===== config.mk =====
export PLATFORM = sky130hd
export DESIGN_NAME = retransmit_window_table
export DESIGN_NICKNAME = d
export VERILOG_FILES = /design/src/hw/rtl/rwt_pkg.sv /design/src/hw/rtl/rwt_slot_mem.sv /design/src/hw/rtl/retransmit_window_table.sv
export SDC_FILE = /design/constraint.sdc
export NUM_CORES = 2
export LEC_CHECK = 0
export ABC_AREA = 1
export BUFFER_PORTS_ARGS = -buffer_cell sky130_fd_sc_hd__buf_4
export CAP_MARGIN = 20
export CORE_ASPECT_RATIO = 1.4
export CORE_MARGIN = 2
export CORE_UTILIZATION = 42
export CTS_CLUSTER_SIZE = 10
export DETAILED_ROUTE_END_ITERATION = 8
export PLACE_DENSITY_LB_ADDON = 0.3
export SLEW_MARGIN = 10
export SYNTH_ARGS = -nofsm -noshare
export SYNTH_HDL_FRONTEND = slang
export SYNTH_HIERARCHICAL = 1
export SYNTH_SLANG_ARGS = --single-unit

===== constraint.sdc =====
create_clock -name clk -period 5.85 [get_ports clk]
set_input_delay 0.585 -clock clk [delete_from_list [all_inputs] [get_ports clk]]
set_output_delay 0.585 -clock clk [all_outputs]
set_load 0.1 [all_outputs]

===== src/hw/rtl/rwt_pkg.sv =====
// rwt_pkg.sv
// shared types, codes and defaults of the retransmit window table
// no dependencies
`default_nettype none

package rwt_pkg;

	localparam int TABLE_DEPTH_DEF = 16;
	localparam int FIELD_W = 16;

	// configuration register
	localparam logic REG_STALE_LIMIT = 1'b0;
	localparam logic [FIELD_W-1:0] STALE_LIMIT_RESET = 16'd1000;

	// item modes
	localparam logic [2:0] MODE_ADD_AUTO  = 3'd0;
	localparam logic [2:0] MODE_ADD_GIVEN = 3'd1;
	localparam logic [2:0] MODE_REMOVE    = 3'd2;
	localparam logic [2:0] MODE_EXPIRE    = 3'd3;
	localparam logic [2:0] MODE_COUNT     = 3'd4;

	// result status codes
	localparam logic [1:0] STAT_OK    = 2'd0;
	localparam logic [1:0] STAT_MISS  = 2'd1;
	localparam logic [1:0] STAT_FULL  = 2'd2;
	localparam logic [1:0] STAT_COUNT = 2'd3;

	// one stored window
	typedef struct packed {
		logic [FIELD_W-1:0] id;
		logic [FIELD_W-1:0] length;
		logic [FIELD_W-1:0] stamp;
	} rwt_entry_t;

	// sequencer states
	typedef enum logic [2:0] {
		ST_IDLE,
		ST_SCAN,
		ST_FIX,
		ST_RD,
		ST_XEMIT,
		ST_EMIT
	} rwt_state_t;

endpackage

`default_nettype wire


===== src/hw/rtl/rwt_slot_mem.sv =====
// rwt_slot_mem.sv
// slot storage: one write port, one registered read port
// depends on rwt_pkg for the entry type
`default_nettype none

module rwt_slot_mem #(
	parameter int DEPTH = rwt_pkg::TABLE_DEPTH_DEF,
	localparam int IDX_W = $clog2(DEPTH)
) (
	input  wire logic                clk,
	input  wire logic                wr_en,
	input  wire logic [IDX_W-1:0]    wr_addr,
	input  wire rwt_pkg::rwt_entry_t wr_data,
	input  wire logic                rd_en,
	input  wire logic [IDX_W-1:0]    rd_addr,
	output rwt_pkg::rwt_entry_t      rd_data
);

	rwt_pkg::rwt_entry_t mem_q [DEPTH];
	rwt_pkg::rwt_entry_t rd_data_q;

	// write port
	always_ff @(posedge clk) begin
		if (wr_en) begin
			mem_q[wr_addr] <= wr_data;
		end
	end

	// read port, data held until the next read
	always_ff @(posedge clk) begin
		if (rd_en) begin
			rd_data_q <= mem_q[rd_addr];
		end
	end

	assign rd_data = rd_data_q;

endmodule

`default_nettype wire


===== src/hw/rtl/retransmit_window_table.sv =====
// channel   signals                           moves
// item      item_valid / item_ready           mode, entry_id, entry_length, now_ms
// result    result_valid / result_ready       out_id, out_length, status, entry_count, last
// config    psel penable pwrite paddr pwdata  stale_limit at byte address 0
//
// add and count: the emit state follows the accept and loads the result when output is free.
// remove and expiry: a scan through the one read port, then the commit state and the emit
// state, which also waits for a free output; a remove hit ends the scan early, and an expiry
// with stale entries passes a read state and an emit state for each result instead.
// item_ready is high only when the sequencer is idle; a stalled result holds the emit state.
// reset clears control state only; slot storage is never read before it is written.
`default_nettype none

module retransmit_window_table #(
	parameter int TABLE_DEPTH = rwt_pkg::TABLE_DEPTH_DEF,
	localparam int IDX_W = $clog2(TABLE_DEPTH),
	localparam int CNT_W = $clog2(TABLE_DEPTH + 1)
) (
	input  wire logic                         clk,
	input  wire logic                         arst_n,
	// item channel
	input  wire logic                         item_valid,
	output logic                              item_ready,
	input  wire logic [2:0]                   mode,
	input  wire logic [rwt_pkg::FIELD_W-1:0]  entry_id,
	input  wire logic [rwt_pkg::FIELD_W-1:0]  entry_length,
	input  wire logic [rwt_pkg::FIELD_W-1:0]  now_ms,
	// result channel
	output logic                              result_valid,
	input  wire logic                         result_ready,
	output logic [rwt_pkg::FIELD_W-1:0]       out_id,
	output logic [rwt_pkg::FIELD_W-1:0]       out_length,
	output logic [1:0]                        status,
	output logic [CNT_W-1:0]                  entry_count,
	output logic                              last,
	// configuration
	input  wire logic                         psel,
	input  wire logic                         penable,
	input  wire logic                         pwrite,
	input  wire logic [2:0]                   paddr,
	input  wire logic [31:0]                  pwdata,
	output logic [31:0]                       prdata,
	output logic                              pready
);

	rwt_pkg::rwt_state_t state_q, state_d;

	logic [rwt_pkg::FIELD_W-1:0] stale_limit_q;
	logic [2:0]                  mode_q;
	logic [rwt_pkg::FIELD_W-1:0] id_q;
	logic [rwt_pkg::FIELD_W-1:0] now_q;
	logic [rwt_pkg::FIELD_W-1:0] auto_q;
	logic [rwt_pkg::FIELD_W-1:0] res_id_q;
	logic [1:0]                  res_status_q;
	logic [CNT_W-1:0]            held_q;
	logic [CNT_W-1:0]            pos_q;
	logic [CNT_W-1:0]            nk_q;
	logic [CNT_W-1:0]            ns_q;
	logic [IDX_W-1:0]            tail_q;
	logic [IDX_W-1:0]            emit_pos_q;
	logic [IDX_W-1:0]            found_pos_q;
	logic [IDX_W-1:0]            found_slot_q;
	logic                        found_q;
	logic [IDX_W-1:0]            order_q  [TABLE_DEPTH];
	logic [IDX_W-1:0]            norder_q [TABLE_DEPTH];
	logic [IDX_W-1:0]            order_up [TABLE_DEPTH];

	// scan pipeline stage: read issued last cycle
	logic                        cmp_v_s1;
	logic [IDX_W-1:0]            cmp_pos_s1;
	logic [IDX_W-1:0]            cmp_slot_s1;

	// result register
	logic                        result_valid_q;
	logic [rwt_pkg::FIELD_W-1:0] out_id_q;
	logic [rwt_pkg::FIELD_W-1:0] out_length_q;
	logic [1:0]                  status_q;
	logic [CNT_W-1:0]            entry_count_q;
	logic                        last_q;

	// combinational control
	logic                        item_accept;
	logic                        out_free;
	logic                        is_add;
	logic                        is_scan_mode;
	logic                        full;
	logic                        issue;
	logic                        hit;
	logic                        stale;
	logic                        scan_done;
	logic                        last_x;
	logic [CNT_W-1:0]            held_m1;
	logic [rwt_pkg::FIELD_W-1:0] age;
	logic                        cfg_wr;

	// slot memory interface
	logic                        wr_en;
	logic [IDX_W-1:0]            wr_addr;
	rwt_pkg::rwt_entry_t         wr_data;
	logic                        rd_en;
	logic [IDX_W-1:0]            rd_addr;
	rwt_pkg::rwt_entry_t         slot_rd;

	rwt_slot_mem #(
		.DEPTH(TABLE_DEPTH)
	) u_slot_mem (
		.clk    (clk),
		.wr_en  (wr_en),
		.wr_addr(wr_addr),
		.wr_data(wr_data),
		.rd_en  (rd_en),
		.rd_addr(rd_addr),
		.rd_data(slot_rd)
	);

	// order list moved up by one position, for removal
	for (genvar g = 0; g < TABLE_DEPTH; g++) begin : g_shift
		if (g < TABLE_DEPTH - 1) begin : g_mid
			assign order_up[g] = order_q[g+1];
		end else begin : g_end
			assign order_up[g] = order_q[g];
		end
	end

	// configuration port
	assign pready = 1'b1;
	assign cfg_wr = psel & penable & pwrite & pready & (paddr[2] == rwt_pkg::REG_STALE_LIMIT);

	always_comb begin
		if (paddr[2] == rwt_pkg::REG_STALE_LIMIT) begin
			prdata = {{(32 - rwt_pkg::FIELD_W){1'b0}}, stale_limit_q};
		end else begin
			prdata = '0;
		end
	end

	always_ff @(posedge clk or negedge arst_n) begin
		if (!arst_n) begin
			stale_limit_q <= rwt_pkg::STALE_LIMIT_RESET;
		end else if (cfg_wr) begin
			stale_limit_q <= pwdata[rwt_pkg::FIELD_W-1:0];
		end
	end

	// shared status terms
	assign item_ready   = (state_q == rwt_pkg::ST_IDLE);
	assign item_accept  = item_valid & item_ready;
	assign out_free     = ~result_valid_q | result_ready;
	assign is_add       = (mode == rwt_pkg::MODE_ADD_AUTO) || (mode == rwt_pkg::MODE_ADD_GIVEN);
	assign is_scan_mode = (mode == rwt_pkg::MODE_REMOVE) || (mode == rwt_pkg::MODE_EXPIRE);
	assign full         = (held_q == CNT_W'(TABLE_DEPTH));
	assign held_m1      = held_q - CNT_W'(1);
	assign age          = now_q - slot_rd.stamp;

	// sequencer outputs
	always_comb begin
		issue     = 1'b0;
		hit       = 1'b0;
		stale     = 1'b0;
		scan_done = 1'b0;
		last_x    = (emit_pos_q == held_m1[IDX_W-1:0]);
		wr_en     = 1'b0;
		wr_addr   = order_q[held_q[IDX_W-1:0]];
		wr_data.id     = (mode == rwt_pkg::MODE_ADD_AUTO) ? auto_q : entry_id;
		wr_data.length = entry_length;
		wr_data.stamp  = now_ms;
		rd_en     = 1'b0;
		rd_addr   = order_q[emit_pos_q];
		unique case (state_q)
			rwt_pkg::ST_IDLE: begin
				wr_en = item_accept & is_add & ~full;
			end
			rwt_pkg::ST_SCAN: begin
				issue     = (pos_q < held_q);
				hit       = cmp_v_s1 && (mode_q == rwt_pkg::MODE_REMOVE) && (slot_rd.id == id_q);
				stale     = age > stale_limit_q;
				scan_done = ~issue & ~cmp_v_s1;
				rd_en     = issue;
				rd_addr   = order_q[pos_q[IDX_W-1:0]];
			end
			rwt_pkg::ST_RD: begin
				rd_en = 1'b1;
			end
			rwt_pkg::ST_FIX, rwt_pkg::ST_XEMIT, rwt_pkg::ST_EMIT: begin
			end
			default: begin
			end
		endcase
	end

	// sequencer next state
	always_comb begin
		state_d = state_q;
		unique case (state_q)
			rwt_pkg::ST_IDLE: begin
				if (item_accept) begin
					state_d = is_scan_mode ? rwt_pkg::ST_SCAN : rwt_pkg::ST_EMIT;
				end
			end
			rwt_pkg::ST_SCAN: begin
				if (hit || scan_done) begin
					state_d = rwt_pkg::ST_FIX;
				end
			end
			rwt_pkg::ST_FIX: begin
				if ((mode_q == rwt_pkg::MODE_EXPIRE) && (ns_q != '0)) begin
					state_d = rwt_pkg::ST_RD;
				end else begin
					state_d = rwt_pkg::ST_EMIT;
				end
			end
			rwt_pkg::ST_RD: begin
				state_d = rwt_pkg::ST_XEMIT;
			end
			rwt_pkg::ST_XEMIT: begin
				if (out_free) begin
					state_d = last_x ? rwt_pkg::ST_IDLE : rwt_pkg::ST_RD;
				end
			end
			rwt_pkg::ST_EMIT: begin
				if (out_free) begin
					state_d = rwt_pkg::ST_IDLE;
				end
			end
			default: begin
				state_d = rwt_pkg::ST_IDLE;
			end
		endcase
	end

	always_ff @(posedge clk or negedge arst_n) begin
		if (!arst_n) begin
			state_q <= rwt_pkg::ST_IDLE;
		end else begin
			state_q <= state_d;
		end
	end

	// table control state and scan bookkeeping
	always_ff @(posedge clk or negedge arst_n) begin
		if (!arst_n) begin
			held_q       <= '0;
			auto_q       <= '0;
			mode_q       <= rwt_pkg::MODE_COUNT;
			res_status_q <= rwt_pkg::STAT_OK;
			pos_q        <= '0;
			nk_q         <= '0;
			ns_q         <= '0;
			tail_q       <= '0;
			emit_pos_q   <= '0;
			found_q      <= 1'b0;
			cmp_v_s1     <= 1'b0;
			for (int i = 0; i < TABLE_DEPTH; i++) begin
				order_q[i] <= IDX_W'(i);
			end
		end else begin
			cmp_v_s1 <= issue;
			unique case (state_q)
				// accept: adds and counts finish here, scans are set up
				rwt_pkg::ST_IDLE: begin
					if (item_accept) begin
						mode_q  <= mode;
						pos_q   <= '0;
						nk_q    <= '0;
						ns_q    <= '0;
						tail_q  <= held_m1[IDX_W-1:0];
						found_q <= 1'b0;
						if (is_add) begin
							if (full) begin
								res_status_q <= rwt_pkg::STAT_FULL;
							end else begin
								res_status_q <= rwt_pkg::STAT_OK;
								held_q       <= held_q + CNT_W'(1);
								if (mode == rwt_pkg::MODE_ADD_AUTO) begin
									auto_q <= auto_q + 16'd1;
								end
							end
						end else if (is_scan_mode) begin
							res_status_q <= rwt_pkg::STAT_OK;
						end else begin
							res_status_q <= rwt_pkg::STAT_COUNT;
						end
					end
				end
				// walk the table in order, one read issued per cycle
				rwt_pkg::ST_SCAN: begin
					if (issue) begin
						pos_q <= pos_q + CNT_W'(1);
					end
					if (hit) begin
						found_q <= 1'b1;
					end
					if (cmp_v_s1 && (mode_q == rwt_pkg::MODE_EXPIRE)) begin
						if (stale) begin
							tail_q <= tail_q - IDX_W'(1);
							ns_q   <= ns_q + CNT_W'(1);
						end else begin
							nk_q <= nk_q + CNT_W'(1);
						end
					end
				end
				// commit the reordered list, or set the miss status when nothing changes
				rwt_pkg::ST_FIX: begin
					if (mode_q == rwt_pkg::MODE_REMOVE) begin
						if (found_q) begin
							held_q <= held_m1;
							for (int q = 0; q < TABLE_DEPTH; q++) begin
								if (CNT_W'(q) + CNT_W'(1) == held_q) begin
									order_q[q] <= found_slot_q;
								end else if ((IDX_W'(q) >= found_pos_q) &&
										(CNT_W'(q) + CNT_W'(1) < held_q)) begin
									order_q[q] <= order_up[q];
								end
							end
						end else begin
							res_status_q <= rwt_pkg::STAT_MISS;
						end
					end else if (ns_q == '0) begin
						res_status_q <= rwt_pkg::STAT_MISS;
					end else begin
						emit_pos_q <= nk_q[IDX_W-1:0];
						for (int q = 0; q < TABLE_DEPTH; q++) begin
							if (CNT_W'(q) < held_q) begin
								order_q[q] <= norder_q[q];
							end
						end
					end
				end
				// step through the stale tail
				rwt_pkg::ST_XEMIT: begin
					if (out_free && !last_x) begin
						emit_pos_q <= emit_pos_q + IDX_W'(1);
					end
				end
				rwt_pkg::ST_RD, rwt_pkg::ST_EMIT: begin
				end
				default: begin
				end
			endcase
		end
	end

	// item payload and scan data, no reset needed
	always_ff @(posedge clk) begin
		if (item_accept) begin
			id_q  <= entry_id;
			now_q <= now_ms;
			if (mode == rwt_pkg::MODE_ADD_AUTO) begin
				res_id_q <= full ? '0 : auto_q;
			end else if (mode == rwt_pkg::MODE_ADD_GIVEN) begin
				res_id_q <= full ? '0 : entry_id;
			end else if (mode == rwt_pkg::MODE_REMOVE) begin
				res_id_q <= entry_id;
			end else begin
				res_id_q <= '0;
			end
		end
		cmp_pos_s1  <= pos_q[IDX_W-1:0];
		cmp_slot_s1 <= rd_addr;
		if (hit) begin
			found_pos_q  <= cmp_pos_s1;
			found_slot_q <= cmp_slot_s1;
		end
		// kept slots fill from the head, stale slots from the tail
		if ((state_q == rwt_pkg::ST_SCAN) && cmp_v_s1 && (mode_q == rwt_pkg::MODE_EXPIRE)) begin
			if (stale) begin
				norder_q[tail_q] <= cmp_slot_s1;
			end else begin
				norder_q[nk_q[IDX_W-1:0]] <= cmp_slot_s1;
			end
		end
	end

	// result register
	always_ff @(posedge clk or negedge arst_n) begin
		if (!arst_n) begin
			result_valid_q <= 1'b0;
		end else if ((state_q == rwt_pkg::ST_EMIT || state_q == rwt_pkg::ST_XEMIT) && out_free) begin
			result_valid_q <= 1'b1;
		end else if (result_ready) begin
			result_valid_q <= 1'b0;
		end
	end

	always_ff @(posedge clk) begin
		if (out_free) begin
			if (state_q == rwt_pkg::ST_EMIT) begin
				out_id_q      <= res_id_q;
				out_length_q  <= '0;
				status_q      <= res_status_q;
				entry_count_q <= held_q;
				last_q        <= 1'b1;
			end else if (state_q == rwt_pkg::ST_XEMIT) begin
				out_id_q      <= slot_rd.id;
				out_length_q  <= slot_rd.length;
				status_q      <= rwt_pkg::STAT_OK;
				entry_count_q <= held_q;
				last_q        <= last_x;
			end
		end
	end

	assign result_valid = result_valid_q;
	assign out_id       = out_id_q;
	assign out_length   = out_length_q;
	assign status       = status_q;
	assign entry_count  = entry_count_q;
	assign last         = last_q;

endmodule

`default_nettype wire


# ---- Yosys cells after proc, flatten, opt, wreduce, memory -nomap -nowiden
# Memory sizes are Yosys's and may differ from the RTL's. A register that Yosys moved wholly into a read port is not among the register bits.
# Cells that the tools add are included.
dict set report classes {
  bitwise_logic 16
  n_mux 136
  eq_ne 65
  n_reduce_logical 81
  n_lt_le_gt_ge 36
  addsub 9
}
# cell n
set ops {}
lappend ops {{two-way mux 4 bit} 62}
lappend ops {{two-way mux 64 bit} 3}
lappend ops {{two-way mux 16 bit} 10}
lappend ops {{AND reduction 5 bit} 17}
lappend ops {{two-way mux 5 bit} 13}
lappend ops {{binary-select mux 4 bit (select 4 bit)} 3}
lappend ops {{inequality test 3 x 1 -> 1 bit (second input constant)} 15}
lappend ops {{nonzero test 2 bit} 21}
lappend ops {{== test 4 x 5 -> 1 bit (first input constant)} 8}
lappend ops {{less-than comparator 4 x 5 -> 1 bit (first input constant)} 8}
lappend ops {{one-hot mux 5 bit (2 select lines)} 4}
lappend ops {{inequality test 2 bit (second input constant)} 16}
lappend ops {{greater-or-equal comparator 4 bit (first input constant)} 7}
lappend ops {{logical AND 1 bit} 23}
lappend ops {{adder 5 x 1 -> 5 bit (second input constant)} 4}
lappend ops {{== test 3 x 5 -> 1 bit (first input constant)} 4}
lappend ops {{less-than comparator 3 x 5 -> 1 bit (first input constant)} 4}
lappend ops {{two-way mux 2 bit} 10}
lappend ops {{AND reduction 4 bit} 5}
lappend ops {{two-way mux 1 bit} 19}
lappend ops {{== test 3 x 2 -> 1 bit (second input constant)} 6}
lappend ops {{two-way mux 3 bit} 6}
lappend ops {{one-hot mux 3 bit (6 select lines)} 1}
lappend ops {{adder 16 x 1 -> 16 bit (second input constant)} 1}
lappend ops {{other kinds (38)} 73}
dict set report word_totals {
  ff_bits 239
  inputBits 93
  out_inout_bits 75
  ram_bits 832
  memories 2
}
# memory words word_bits read_ports rd_clocked_by_memory_dff write_ports line
set mem_list {}
lappend mem_list {u_slot_mem.mem_q 16 48 1 1 1 rwt_slot_mem.sv:19} ;# rwt_pkg::rwt_entry_t mem_q [DEPTH];
lappend mem_list {norder_q 16 4 16 0 1 retransmit_window_table.sv:65} ;# logic [IDX_W-1:0] norder_q [TABLE_DEPTH];

# ---- Logic depth before layout (Yosys ltp)
dict set report logic_depth {
  word_depth 8
  ltp_mapped 22
  ltp_nobuf 22
}

# ---- By module
# The synthesis kept the hierarchy.
# mod cells_per_inst n_inst area_each_um2
set by_module_without_submodules {}
lappend by_module_without_submodules {rwt_slot_mem 3165 1 34469.3}
lappend by_module_without_submodules {retransmit_window_table 1900 1 16529.6}

# ---- Worst setup path before layout
# OpenSTA, ideal clock, no wires.
dict set report synth_path {
  kind {register to register}
  startpoint {register state_q[2]}
  endpoint {register, netlist name u_slot_mem/rd_data[0]}
  arrival_ps 4010
  stages_incl_launch_ff 4
  path_slack_ps 1320
  path_buffers 0
  cell_sequence {dfrtp_1 inv_2 nand2_1 o21ai_0}
}
dict set report synth_between {
  elab_chain_cells 2
}
# item line
set synth_rtl {}
lappend synth_rtl {{start, declared} retransmit_window_table.sv:46} ;# rwt_pkg::rwt_state_t state_q, state_d;
lappend synth_rtl {{start signal, assigned} retransmit_window_table.sv:233} ;# state_q <= rwt_pkg::ST_IDLE;
lappend synth_rtl {{start signal, assigned} retransmit_window_table.sv:235} ;# state_q <= state_d;
lappend synth_rtl {{== test 3 x 2 -> 1 bit or == test 3 x 1 -> 1 bit (tied branches)} retransmit_window_table.sv:169} ;# unique case (state_q)
lappend synth_rtl {{one-hot mux 1 bit (2 select lines) (*)} retransmit_window_table.sv:169}
lappend synth_rtl {{via rd_en} retransmit_window_table.sv:100} ;# logic rd_en;
# The timed path passes the listed nets; every way through them passes the cells marked *.
# A chain may end at the register's enable or synchronous reset.

# ---- Final worst setup path
dict set report layout_path {
  startpoint {register, netlist name u_slot_mem/rd_data[0]}
  endpoint {memory norder_q[5][0] in the netlist's numbering (enable)}
}
dict set report layout_between {
  elab_chain_cells 8
}
# item line
set layout_rtl {}
lappend layout_rtl {{subtractor 16 bit (*)} retransmit_window_table.sv:153} ;# assign age = now_q - slot_rd.stamp;
lappend layout_rtl {{> comparator 16 bit (*)} retransmit_window_table.sv:176} ;# stale = age > stale_limit_q;
lappend layout_rtl {{two-way mux 1 bit (*)} retransmit_window_table.sv:169}
lappend layout_rtl {{two-way mux 1 bit} retransmit_window_table.sv:366} ;# if (stale) begin
lappend layout_rtl {{two-way mux 1 bit} retransmit_window_table.sv:365} ;# if ((state_q == rwt_pkg::ST_SCAN) && cmp_v_s1 && (mode_q == rwt_pkg::MODE_EXPIRE)) begin
lappend layout_rtl {{two-way mux 1 bit (implied by the code)} retransmit_window_table.sv:369} ;# norder_q[nk_q[IDX_W-1:0]] <= cmp_slot_s1;
lappend layout_rtl {{OR reduction 4 bit (no line)} n/a}
lappend layout_rtl {{two-way mux 4 bit (no line) or two-way mux 1 bit (tied branches)} n/a}
lappend layout_rtl {{end, declared} retransmit_window_table.sv:65}
# Every way passes the cells marked *; elsewhere a longest branch is shown, timed or not.

==> impl_metrics.csv <==
group,metric,value,unit
floorplanning,die_y,416,um
worst_setup_path,cp_max_fo,8,
detailed_routing,vias,35900,
detailed_routing,drcViolationCount,0,
grt,grt_pass1_vias,34700,
layout,final_core_util,47.7,%
power,finalPower,36.3,mW
power,p_per_area,630,mW/mm^2
sta,hold_viol_final,0,
logic_synthesis,synth_top_area_share,57.5,%
sta,slew_headroom,30.0,%
logic_synthesis,synth_area,0.0510,sq mm
detailed_routing,ant_nets,0,
logic_synthesis,synthCells,5065,
layout,multi_input_area,0.0139,sq mm
detailed_routing,dr.pass1.iters,6,
hold_path,hp-class,"input pin to register",
sta,tightest_slew,1050,ps
sta,fin_crit_sh,89.7,%
clock_network,cts_buffer_depth,3,
place,dpl.hpwl,80300,um
floorplanning,io-pin-count,168,
worst_setup_path,startpoint,"u_slot_mem/rd_data[0]$_DFFE_PP_",
clock_network,cts_buffers,131,
detailed_routing,wl_per_cell,20.1,um
worst_setup_path,crit_path_cell_trace,"ha_1, fa_1, o21ai_0, a31oi_1, o21ai_0, a21oi_1, xor2_1, ha_1, nand4_1, nor3_1, nand3_1, nand2_1, nand2_1, nand2_1, nand2_1, inv_1, nand2_1, nor2_1",
worst_setup_path,slowest_stage,"nor2_1",
grt,grtUsageTotal,22.1,%
worst_setup_path,end_kind,"register",
place,port_buffers,132,
grt,grt_max_degree,167,
clock_network,h-tree-depth,4,
clock_network,post-cts-setup-buffers,0,
worst_setup_path,critPathLaunchType,"register",
clock_network,clkLatencyLatePin,770,ps
place,place_ws,668,ps
worst_setup_path,critical-path-top-delay-family,"simple AND/OR/NAND/NOR gates",
floorplanning,coreArea,0.121,sq mm
sta,tns,0,ps
floorplanning,dieArea,0.124,sq mm
floorplanning,rows,151,
layout,fin_nets,5344,
logic_synthesis,ys.flop_type,"edfxtp_1",
logic_synthesis,postSynthAreaPerCell,10.1,sq um
clock_network,cts_tree,"yes",
grt,grt_pass1_wl,208000,um
detailed_routing,via_per_inst,5.22,
sta,rsz0062_at_grt,"false",
worst_setup_path,r2r-start,"u_slot_mem/rd_data[0]$_DFFE_PP_",
logic_synthesis,async_flop_share,12.0,%
power,ir_drop,1.07,mV
worst_setup_path,cpPeakStageDelay,450,ps
layout,syn_to_final_growth,12.9,%
layout,seqCellArea,0.0329,sq mm
worst_setup_path,required,6260,ps
clock_network,clock-sinks,1118,
logic_synthesis,synth.distinct_cells,67,
worst_setup_path,path_common_cell,"nand2_1",
sta,period_minus_slack,5250,ps
sta,setup_violations,0,
logic_synthesis,ys_seq_area_share,64.5,%
power,p_leak,24.3,nW
worst_setup_path,critPathBufInv,1,
detailed_routing,drtIter0Drc,2952,
place,place.gp.congestion,0.983,
sta,max_freq,0.191,GHz
clock_network,clk_pin_slew_worst_paths,60,ps
sta,worst_slack,603,ps
logic_synthesis,synth_area_leader_cell,"edfxtp_1",
logic_synthesis,synth.area.top_cells,"edfxtp_1 (57%), nand2_1 (10%), nand3_1 (6.3%), inv_1 (6.0%), dfrtp_1 (4.7%)",
worst_setup_path,worstSetupPathType,"register to register",
clock_network,clockRootBuffer,"clkbuf_16",
grt,overflow,0,
run,maxCapViolations,0,
grt,antenna_found_initial,4,
logic_synthesis,yosys_warnings,6,
floorplanning,initial_core_util,42.2,%
detailed_routing,wirelength,138000,um
layout,layout-drive-gt1-share,9.47,%
logic_synthesis,synth_seq_cells,1118,
layout,nFillCells,10900,
sta,clock_skew,28.8,ps
hold_path,hold_path_startpoint,"entry_id[0]",
run_status,status,"finished, final reports clean",
floorplanning,die_w,299,um
sta,final_max_slew_viol_count,0,
worst_setup_path,critPathArrivalTime,5650,ps
logic_synthesis,synth-edff-count,976,
[through the flow]
step                      cells  cell area, sq um  hold slack, ps
after floorplan            5080             51100             289
after global routing       6868             57600            12.7
after CTS                  6867             57600            1.15
after detailed placement   6663             53700             390
after global placement     6662             53700             387
final                      6869             57600            46.7
[state kept, by name, summed over array words and instances (netlist names), 48 cells and up]
| register | cells |
|---|---|
| order_q | 64 |
| norder_q | 64 |
| u_slot_mem/mem_q | 768 |
| u_slot_mem/rd_data | 48 |
[placed cells by master, fill, tap and decap left out, types with 39 or more instances in the layout]
master     instances
nand3_1          646
o21ai_0          133
buf_4            195
edfxtp_1         976
nor2_1           179
dfstp_2           39
o22ai_1           75
ha_1              47
clkbuf_1          41
a21oi_1          134
dfrtp_1           95
inv_1            808
clkbuf_16        133
nand2_1         1387
[where the power goes]
part | internal [mW] | switching (mW)
Combinational | 4.97 | 13.1
Clock | 4.18 | 3.15
Sequential | 10.2 | 0.730
[cells in the mapped netlist, drive strengths merged, types with 12 or more instances]
library cell	n
o32ai	15
xor2	36
clkbuf	70
buf	167
edfxtp	976
o21ai	156
ha	47
o22ai	76
a21oi	139
nor2	214
nor3	12
o211ai	19
a31oi	38
dfstp	39
inv	828
nand3	651
nand4	19
dfrtp	95
nand2	1393
[layer usage]
| metal | wire, um | GRT usage (%) | vias to the layer above |
|---|---|---|---|
| li1 | - | - | 17000 |
| met1 | 54900 | 27.0 | 17300 |
| met2 | 69300 | 38.4 | 1215 |
| met3 | 7870 | 3.59 | 385 |
| met4 | 6060 | 9.93 | 6 |
| met5 | 38 | 0 | - |
[path summary, 6_finish.rpt]
check | cells after the start | slack (ps) | to
max reg2reg | 18 | 600 | norder_q[5][0]$_DFFE_PP_
max in group asynchronous | 3 | 3990 | auto_q[2]$_DFFE_PN0P_
min | 1 | 50 | id_q[0]$_DFFE_PP_
max | 18 | 600 | norder_q[5][0]$_DFFE_PP_
min reg2reg | 0 | 400 | found_pos_q[2]$_DFFE_PP_
min in group asynchronous | 2 | 420 | stale_limit_q[13]$_DFFE_PN0P_
[final cells by class]
class,instances,share of cell area (%)
Sequential cell,1118,57.1
Clock buffer,175,6.07
Timing Repair Buffer,227,3.40
Multi-Input combinational cell,2893,24.1
Antenna cell,2,0.00869
Tap cell,1606,3.49
Clock inverter,16,0.432
Inverter,832,5.46
[cell families (layout without fill, tap and decap cells)]
| kind of cell | Yosys count | in the layout | share of synthesized area (%) |
|---|---|---|---|
| DFF | 1118 | 1118 | 64.5 |
| other | 2 | 19 | 0.0147 |
| AOI/OAI and AO/OA | 478 | 478 | 5.51 |
| adders and majority gates | 48 | 48 | 1.19 |
| and+or+nand+nor | 2301 | 2301 | 19.1 |
| xor gates and xnor gates | 42 | 42 | 0.721 |
| buffers and inverters | 1069 | 1250 | 8.86 |
| muxes | 7 | 7 | 0.155 |
[timing repair]
| action | CTS | global route |
|---|---|---|
| resized for setup | 0 | 0 |
| endpoints found under the hold margin | 47 | 0 |
| endpoints found under the setup margin | 0 | 0 |
| hold buffers | 13 | 0 |
Note: power is estimated with default switching activity, not from simulation.
